===== src/sv/multi_channel_peak_tracker_defines.svh =====
// ----------------------------------------------------------------------------
// multi_channel_peak_tracker_defines
// Assertion macros used by the peak tracker RTL.
// ----------------------------------------------------------------------------
`ifndef MULTI_CHANNEL_PEAK_TRACKER_DEFINES_SVH
`define MULTI_CHANNEL_PEAK_TRACKER_DEFINES_SVH

// same-cycle implication
`define MCPT_ASSERT_IMPL(lbl, ante, cons) \
  lbl: assert property (@(posedge clk) disable iff (!rst_n) (ante) |-> (cons)) \
    else $error("mcpt assertion failed");

// next-cycle implication
`define MCPT_ASSERT_NEXT(lbl, ante, cons) \
  lbl: assert property (@(posedge clk) disable iff (!rst_n) (ante) |=> (cons)) \
    else $error("mcpt assertion failed");

`endif


===== src/sv/mcpt_pkg.sv =====
// ----------------------------------------------------------------------------
// mcpt_pkg
// Types, widths and codes for the multi-channel peak tracker.
// ----------------------------------------------------------------------------
package mcpt_pkg;

  localparam int CHANNELS    = 4;
  localparam int SAMPLE_BITS = 13;

  localparam int CH_W      = 2;
  localparam int LOW_W     = 13;
  localparam int HIGH_W    = 12;
  localparam int PEAK_W    = 13;
  localparam int BEST_CH_W = 3;

  localparam int IN_FIELDS_W  = CH_W + 3 * SAMPLE_BITS + 1;
  localparam int IN_TDATA_W   = ((IN_FIELDS_W + 7) / 8) * 8;
  localparam int IN_PAD_W     = IN_TDATA_W - IN_FIELDS_W;
  localparam int OUT_FIELDS_W = CH_W + 3 * LOW_W + 3 * HIGH_W + 2 * PEAK_W + BEST_CH_W;
  localparam int OUT_TDATA_W  = ((OUT_FIELDS_W + 7) / 8) * 8;
  localparam int OUT_PAD_W    = OUT_TDATA_W - OUT_FIELDS_W;

  localparam logic OP_SAMPLE  = 1'b0;
  localparam logic OP_NO_DATA = 1'b1;

  localparam logic signed [BEST_CH_W-1:0] NO_CHANNEL = BEST_CH_W'(-1);

  typedef logic signed [SAMPLE_BITS-1:0] sample_t;
  typedef logic        [PEAK_W-1:0]      peak_t;
  typedef logic signed [BEST_CH_W-1:0]   best_ch_t;

  typedef struct packed {
    logic            operation;
    logic [CH_W-1:0] channel;
    sample_t         accel_x;
    sample_t         accel_y;
    sample_t         accel_z;
    logic            last_sample;
    logic            last_channel;
  } item_t;

  typedef struct packed {
    logic [CH_W-1:0]          result_channel;
    logic                     channel_valid;
    logic signed [LOW_W-1:0]  x_low;
    logic [HIGH_W-1:0]        x_high;
    logic signed [LOW_W-1:0]  y_low;
    logic [HIGH_W-1:0]        y_high;
    logic signed [LOW_W-1:0]  z_low;
    logic [HIGH_W-1:0]        z_high;
    peak_t                    peak_magnitude;
    peak_t                    sweep_peak;
    best_ch_t                 sweep_peak_channel;
    logic                     sweep_done;
  } result_t;

  typedef struct packed {
    logic    has_result;
    result_t res;
  } trk_out_t;

  // input tdata layout, lowest field last
  typedef struct packed {
    logic [IN_PAD_W-1:0] pad;
    logic                last_channel;
    sample_t             accel_z;
    sample_t             accel_y;
    sample_t             accel_x;
    logic [CH_W-1:0]     channel;
  } in_data_t;

  // output tdata layout, lowest field last
  typedef struct packed {
    logic [OUT_PAD_W-1:0]    pad;
    best_ch_t                sweep_peak_channel;
    peak_t                   sweep_peak;
    peak_t                   peak_magnitude;
    logic [HIGH_W-1:0]       z_high;
    logic signed [LOW_W-1:0] z_low;
    logic [HIGH_W-1:0]       y_high;
    logic signed [LOW_W-1:0] y_low;
    logic [HIGH_W-1:0]       x_high;
    logic signed [LOW_W-1:0] x_low;
    logic [CH_W-1:0]         result_channel;
  } out_data_t;

  function automatic peak_t mag_low(sample_t v);
    logic signed [SAMPLE_BITS:0] w;
    w = -{v[SAMPLE_BITS-1], v};
    return PEAK_W'(w);
  endfunction

  function automatic peak_t max_u(peak_t a, peak_t b);
    return (b > a) ? b : a;
  endfunction

endpackage


===== src/sv/mcpt_tracker.sv =====
// ----------------------------------------------------------------------------
// mcpt_tracker
// Running per-axis limits, peak magnitude and sweep best for one item.
// ----------------------------------------------------------------------------
module mcpt_tracker (
  input  logic              clk,
  input  logic              rst_n,
  input  logic              step,
  input  mcpt_pkg::item_t   item,
  output mcpt_pkg::trk_out_t trk
);
  import mcpt_pkg::*;

  `include "multi_channel_peak_tracker_defines.svh"

  sample_t  run_x_lo_r, run_x_hi_r, run_y_lo_r, run_y_hi_r, run_z_lo_r, run_z_hi_r;
  peak_t    best_peak_r;
  best_ch_t best_ch_r;

  sample_t  x_lo_nxt, x_hi_nxt, y_lo_nxt, y_hi_nxt, z_lo_nxt, z_hi_nxt;
  peak_t    peak;
  logic     chan_ok, valid, better;
  best_ch_t this_ch;

  assign chan_ok = (int'(item.channel) < CHANNELS);
  assign valid   = (item.operation == OP_SAMPLE);
  assign this_ch = BEST_CH_W'({1'b0, item.channel});

  always_comb begin
    x_lo_nxt = (item.accel_x < run_x_lo_r) ? item.accel_x : run_x_lo_r;
    x_hi_nxt = (item.accel_x > run_x_hi_r) ? item.accel_x : run_x_hi_r;
    y_lo_nxt = (item.accel_y < run_y_lo_r) ? item.accel_y : run_y_lo_r;
    y_hi_nxt = (item.accel_y > run_y_hi_r) ? item.accel_y : run_y_hi_r;
    z_lo_nxt = (item.accel_z < run_z_lo_r) ? item.accel_z : run_z_lo_r;
    z_hi_nxt = (item.accel_z > run_z_hi_r) ? item.accel_z : run_z_hi_r;
    peak = max_u(max_u(max_u(PEAK_W'(x_hi_nxt), PEAK_W'(y_hi_nxt)),
                       max_u(PEAK_W'(z_hi_nxt), mag_low(x_lo_nxt))),
                 max_u(mag_low(y_lo_nxt), mag_low(z_lo_nxt)));
    better = (peak > best_peak_r);
  end

  always_comb begin
    trk.has_result             = chan_ok && (!valid || item.last_sample);
    trk.res.result_channel     = item.channel;
    trk.res.channel_valid      = valid;
    trk.res.sweep_done         = item.last_channel;
    if (valid) begin
      trk.res.x_low              = LOW_W'(x_lo_nxt);
      trk.res.x_high             = HIGH_W'(x_hi_nxt);
      trk.res.y_low              = LOW_W'(y_lo_nxt);
      trk.res.y_high             = HIGH_W'(y_hi_nxt);
      trk.res.z_low              = LOW_W'(z_lo_nxt);
      trk.res.z_high             = HIGH_W'(z_hi_nxt);
      trk.res.peak_magnitude     = peak;
      trk.res.sweep_peak         = better ? peak : best_peak_r;
      trk.res.sweep_peak_channel = better ? this_ch : best_ch_r;
    end else begin
      trk.res.x_low              = '0;
      trk.res.x_high             = '0;
      trk.res.y_low              = '0;
      trk.res.y_high             = '0;
      trk.res.z_low              = '0;
      trk.res.z_high             = '0;
      trk.res.peak_magnitude     = '0;
      trk.res.sweep_peak         = best_peak_r;
      trk.res.sweep_peak_channel = best_ch_r;
    end
  end

  always_ff @(posedge clk) begin
    if (!rst_n) begin
      run_x_lo_r  <= '0;
      run_x_hi_r  <= '0;
      run_y_lo_r  <= '0;
      run_y_hi_r  <= '0;
      run_z_lo_r  <= '0;
      run_z_hi_r  <= '0;
      best_peak_r <= '0;
      best_ch_r   <= NO_CHANNEL;
    end else if (step && chan_ok) begin
      if (valid && !item.last_sample) begin
        run_x_lo_r <= x_lo_nxt;
        run_x_hi_r <= x_hi_nxt;
        run_y_lo_r <= y_lo_nxt;
        run_y_hi_r <= y_hi_nxt;
        run_z_lo_r <= z_lo_nxt;
        run_z_hi_r <= z_hi_nxt;
      end else begin
        run_x_lo_r <= '0;
        run_x_hi_r <= '0;
        run_y_lo_r <= '0;
        run_y_hi_r <= '0;
        run_z_lo_r <= '0;
        run_z_hi_r <= '0;
        if (item.last_channel) begin
          best_peak_r <= '0;
          best_ch_r   <= NO_CHANNEL;
        end else if (valid && better) begin
          best_peak_r <= peak;
          best_ch_r   <= this_ch;
        end
      end
    end
  end

  `MCPT_ASSERT_NEXT(a_sweep_clear, step && trk.has_result && item.last_channel,
                    best_peak_r == '0 && best_ch_r == NO_CHANNEL)
  `MCPT_ASSERT_NEXT(a_run_clear, step && trk.has_result,
                    run_x_lo_r == '0 && run_x_hi_r == '0 && run_y_lo_r == '0 &&
                    run_y_hi_r == '0 && run_z_lo_r == '0 && run_z_hi_r == '0)
  `MCPT_ASSERT_IMPL(a_best_pair, 1'b1, (best_peak_r == '0) == (best_ch_r == NO_CHANNEL))
  `MCPT_ASSERT_IMPL(a_peak_bound, trk.has_result && trk.res.channel_valid,
                    trk.res.peak_magnitude <= trk.res.sweep_peak)

endmodule


===== src/sv/multi_channel_peak_tracker.sv =====
// An accepted request is held in the input register, and its result is then
// held in the result register.
// One request is taken per cycle while no result is held up by out_tready.
// Samples that are not last in a block give no result.
// Reset (rst_n low, synchronous) empties both registers, zeroes the running
// limits and best peak, and sets the best channel to none.
// ----------------------------------------------------------------------------
// multi_channel_peak_tracker
// Input register, tracker and result register for per-channel peak tracking.
// ----------------------------------------------------------------------------
module multi_channel_peak_tracker (
  input  logic                             clk,
  input  logic                             rst_n,
  input  logic                             in_tvalid,
  output logic                             in_tready,
  // channel, accel_x, accel_y, accel_z, last_channel, zero pad
  input  logic [mcpt_pkg::IN_TDATA_W-1:0]  in_tdata,
  // operation
  input  logic                             in_tuser,
  input  logic                             in_tlast,
  output logic                             out_tvalid,
  input  logic                             out_tready,
  // result_channel, x_low, x_high, y_low, y_high, z_low, z_high,
  // peak_magnitude, sweep_peak, sweep_peak_channel, zero pad
  output logic [mcpt_pkg::OUT_TDATA_W-1:0] out_tdata,
  // channel_valid
  output logic                             out_tuser,
  output logic                             out_tlast
);
  import mcpt_pkg::*;

  item_t     item_r;
  result_t   res_r;
  logic      in_valid_r, out_valid_r;
  trk_out_t  trk;
  in_data_t  in_d;
  out_data_t out_d;
  logic      fire, out_free;

  assign in_d      = in_data_t'(in_tdata);
  assign out_free  = !out_valid_r || out_tready;
  assign fire      = in_valid_r && (!trk.has_result || out_free);
  assign in_tready = !in_valid_r || fire;

  mcpt_tracker u_tracker (
    .clk   (clk),
    .rst_n (rst_n),
    .step  (fire),
    .item  (item_r),
    .trk   (trk)
  );

  always_ff @(posedge clk) begin
    if (!rst_n) begin
      in_valid_r  <= 1'b0;
      out_valid_r <= 1'b0;
    end else begin
      if (in_tready) begin
        in_valid_r <= in_tvalid;
      end
      if (fire && trk.has_result) begin
        out_valid_r <= 1'b1;
      end else if (out_tready) begin
        out_valid_r <= 1'b0;
      end
    end
  end

  always_ff @(posedge clk) begin
    if (in_tvalid && in_tready) begin
      item_r.operation    <= in_tuser;
      item_r.channel      <= in_d.channel;
      item_r.accel_x      <= in_d.accel_x;
      item_r.accel_y      <= in_d.accel_y;
      item_r.accel_z      <= in_d.accel_z;
      item_r.last_sample  <= in_tlast;
      item_r.last_channel <= in_d.last_channel;
    end
    if (fire && trk.has_result) begin
      res_r <= trk.res;
    end
  end

  always_comb begin
    out_d.pad                = '0;
    out_d.result_channel     = res_r.result_channel;
    out_d.x_low              = res_r.x_low;
    out_d.x_high             = res_r.x_high;
    out_d.y_low              = res_r.y_low;
    out_d.y_high             = res_r.y_high;
    out_d.z_low              = res_r.z_low;
    out_d.z_high             = res_r.z_high;
    out_d.peak_magnitude     = res_r.peak_magnitude;
    out_d.sweep_peak         = res_r.sweep_peak;
    out_d.sweep_peak_channel = res_r.sweep_peak_channel;
  end

  assign out_tvalid = out_valid_r;
  assign out_tdata  = out_d;
  assign out_tuser  = res_r.channel_valid;
  assign out_tlast  = res_r.sweep_done;

endmodule

===== config.mk =====
export PLATFORM = sky130hd
export DESIGN_NAME = multi_channel_peak_tracker
export DESIGN_NICKNAME = d
export VERILOG_FILES = /design/src/sv/mcpt_pkg.sv /design/src/sv/mcpt_tracker.sv /design/src/sv/multi_channel_peak_tracker.sv
export VERILOG_INCLUDE_DIRS = /design/src /design/src/sv
export SDC_FILE = /design/constraint.sdc
export NUM_CORES = 1
export LEC_CHECK = 0
export BUFFER_PORTS_ARGS = -buffer_cell sky130_fd_sc_hd__buf_2
export CORE_MARGIN = 2
export CORE_UTILIZATION = 60
export CTS_CLUSTER_SIZE = 8
export DETAILED_ROUTE_END_ITERATION = 12
export GPL_TIMING_DRIVEN = 0
export PLACE_DENSITY = 0.81
export SLEW_MARGIN = 20
export SYNTH_ARGS = -nofsm -noshare
export SYNTH_HDL_FRONTEND = slang
export SYNTH_SLANG_ARGS = --single-unit

===== constraint.sdc =====
create_clock -name clk -period 16.44 [get_ports clk]
set_input_delay 0 -clock clk [delete_from_list [all_inputs] [get_ports clk]]
set_output_delay 0 -clock clk [all_outputs]
set_load 0.05 [all_outputs]

==> run metrics <==
status complete, no violations; Total Power about 2.7 mW; CP Class reg -> reg; Placement Setup Slack approximately 1.8 ns; drt total wl 46.51 mm; layout cells sized above 1 between 10% and 20%; crit path time final around 15 ns; Top cell by count, worst path clkbuf_1; WP data arrival 15.52 ns; Die Ht 165.7 um; Synth async-reset ratio 0%; CP Launch Type flip-flop; final instance area between 15000 and 20000 um^2; cell with the most instances after synthesis nor2_1; DR DRC count 0; final setup TNS 0 ns; dpl cells 2173; Worst Setup SP item_r[40]; ys flop type edfxtp_1; Post-synth EDFFs about 150; slack of the critical path roughly 1.3 ns; starting density of the core 60.70%; Antenna Nets Post-Route 0; num rows around 60; GRT Util Overall about a third; Max VDD drop between 0.00015 and 0.0002 V; gr ovfl total 0; Pwr Density ~150 nW/um^2; list of most frequent post-synthesis cells nor2_1, ha_1, inv_1; Slew Viols, Final 0; synth unique cells 86; DPL Wire Length 34.10 mm; die area roughly 27000 um^2; initial antenna violation count 0; count of warnings emitted by yosys 0; largest net degree at the start of global routing 75; Worst Tran Pin Value ~1.0 ns; CTS tree yes; H-tree depth 2; area share of the largest cell type after synthesis between 20% and 30%; core area roughly 26000 um^2; sequential area share after synthesis between 40% and 50%; Final Non-Filler Cells between 2000 and 2500; Port-buffer cells 156; clock sinks ~250; FMAX 0.06585 GHz; Max Root-Sink Buffers 3; worst min path class in -> reg; Slew headroom about a third; I/O pin count 170; vias in the first global route 13881; HP Start in_tdata[7]; slowest CP cell mux2i_1; clk slew on worst S/H paths 0.05 ns; CP Data Required Time roughly 17 ns; syn_area_per_cell roughly 9.4 um^2; area delta synth->final 17.69%; Final setup violation count 0; Die X between 150 and 200 um; leak pwr around 7.7 nW; Mapped Area roughly 16000 um^2; post-synth top area cell edfxtp_1; crit-path max cell delay 0.60 ns; Initial DRT Pass Iterations 5; NumNets Final ~2100; crit path capture type flip-flop; final hold slack around 0.2 ns; RSZ-0062 raised after global routing false; post-CTS setup buffers 0; multi-input combinational cell area about 8300 um^2; Area after DPL 16940 um^2; Worst R2R Start item_r[40]; routed length per instance between 20 and 25 um; diodes inserted 0; Filler Cell Count a little under 2000; via count 13966; maximum fanout along the worst path 10; drt initial violations between 1000 and 1500; RD Place Congestion 0.9763; root buffer cell clkbuf_16; fin crit share 92.37%; Seq. cell area 6486 um^2; utilization after layout between 70% and 80%; Layout Skew 0.02091 ns; Synth area leaders edfxtp_1, ha_1, dfxtp_1; first-pass GRT wire length ~73 mm; Post-Syn Instances 1676; drt via density between 6 and 7; final hold vios 0; max_cap viols 0; #FFs+latches synth between 200 and 250; Num CTS Buffers 36; Skew-Pair Late Insertion Delay ~0.52 ns
## kinds of logic (layout without fill, tap and decap cells)
| group | after synthesis | count (layout) | synth area share (%) |
|---|---|---|---|
| AOI/OAI and AO/OA | 362 | 362 | 15.26 |
| xor gates and xnor gates | 41 | 41 | 2.290 |
| adders and majority gates | 155 | 155 | 12.37 |
| buffers and inverters | 226 | 496 | 5.704 |
| DFF | 248 | 248 | 41.36 |
| muxes | 107 | 107 | 7.053 |
| other | 1 | 6 | 0.02391 |
| and+or+nand+nor | 536 | 536 | 15.94 |
## registers in the layout, summed over array words and instances (netlist names), 3 cells and up
signal                 cells
out_tdata                106
item_r                    44
u_tracker.best_peak_r     13
u_tracker.run_x_hi_r      13
u_tracker.run_x_lo_r      13
u_tracker.run_y_hi_r      13
u_tracker.run_y_lo_r      13
u_tracker.run_z_hi_r      13
u_tracker.run_z_lo_r      13
u_tracker.best_ch_r        3
## routing by layer
layer	global-route usage [%]	up-vias	routed length, um
met1	40.94	6502	18060
met4	18.15	0	2571
li1	-	6559	-
met5	0	-	0
met3	6.667	172	4140
met2	55.58	733	21730
## critical path, delay by kind of cell (launching register included)
| kind | cells | cell delay, ns |
|---|---|---|
| flops | 1 | 0.50 |
| simple gates | 11 | 2.08 |
| xor+xnor | 1 | 0.15 |
| fa+ha+maj | 6 | 2.04 |
| mux | 3 | 1.28 |
| buf+inv | 9 | 3.15 |
| compound gates | 23 | 5.77 |
## timing repair
action | in CTS | in global routing
setup endpoints to repair | 0 | 0
resized for setup | 0 | 0
hold buffers | 47 | 0
endpoints found under the hold margin | 51 | 0
## worst paths after layout
check	endpoint	slack [ns]	depth (start not counted)
worst max-delay path	out_tdata[98]	1.25	53
worst min-delay path	item_r[33]	0.20	2
worst max register to register	out_tdata[98]	1.25	53
worst min register to register	u_tracker.run_z_hi_r[1]	0.48	2
## report_power, final
group          internal [mW]  switching (mW)  total (mW)
Sequential             0.735          0.0279       0.763
Combinational          0.442           0.854        1.30
Clock                  0.421           0.269       0.690
Total                   1.60            1.15        2.75
## area by class of cell
cell class / count / area share (%)
plain buffers: 69 / 1.641
clock buffers: 64 / 5.566
clock inverters: 2 / 0.09491
inverters: 157 / 3.234
multi-input cells: 1207 / 45.12
flip-flops and latches: 248 / 35.14
well taps: 335 / 2.271
repair buffers: 204 / 6.928
## cells in the final DEF (no fill, tap or decap), types with 7 or more instances in the layout
cell	n
a211oi_1	11
a21o_1	14
a21oi_1	101
a22oi_1	59
a31oi_1	9
and2_1	14
buf_2	161
buf_4	8
clkbuf_1	80
clkbuf_16	37
dfxtp_1	96
dlygate4sd3_1	47
edfxtp_1	152
ha_1	155
inv_1	155
mux2_2	13
mux2i_1	90
nand2_1	103
nand2b_1	12
nand3_1	34
nand4_1	22
nor2_1	250
nor2b_1	13
nor3_1	26
nor4_1	12
o211ai_1	15
o21ai_0	71
o21ai_1	8
o31ai_1	7
or4_1	10
xnor2_1	30
xor2_1	11
Power figures use the tool's default switching activity.
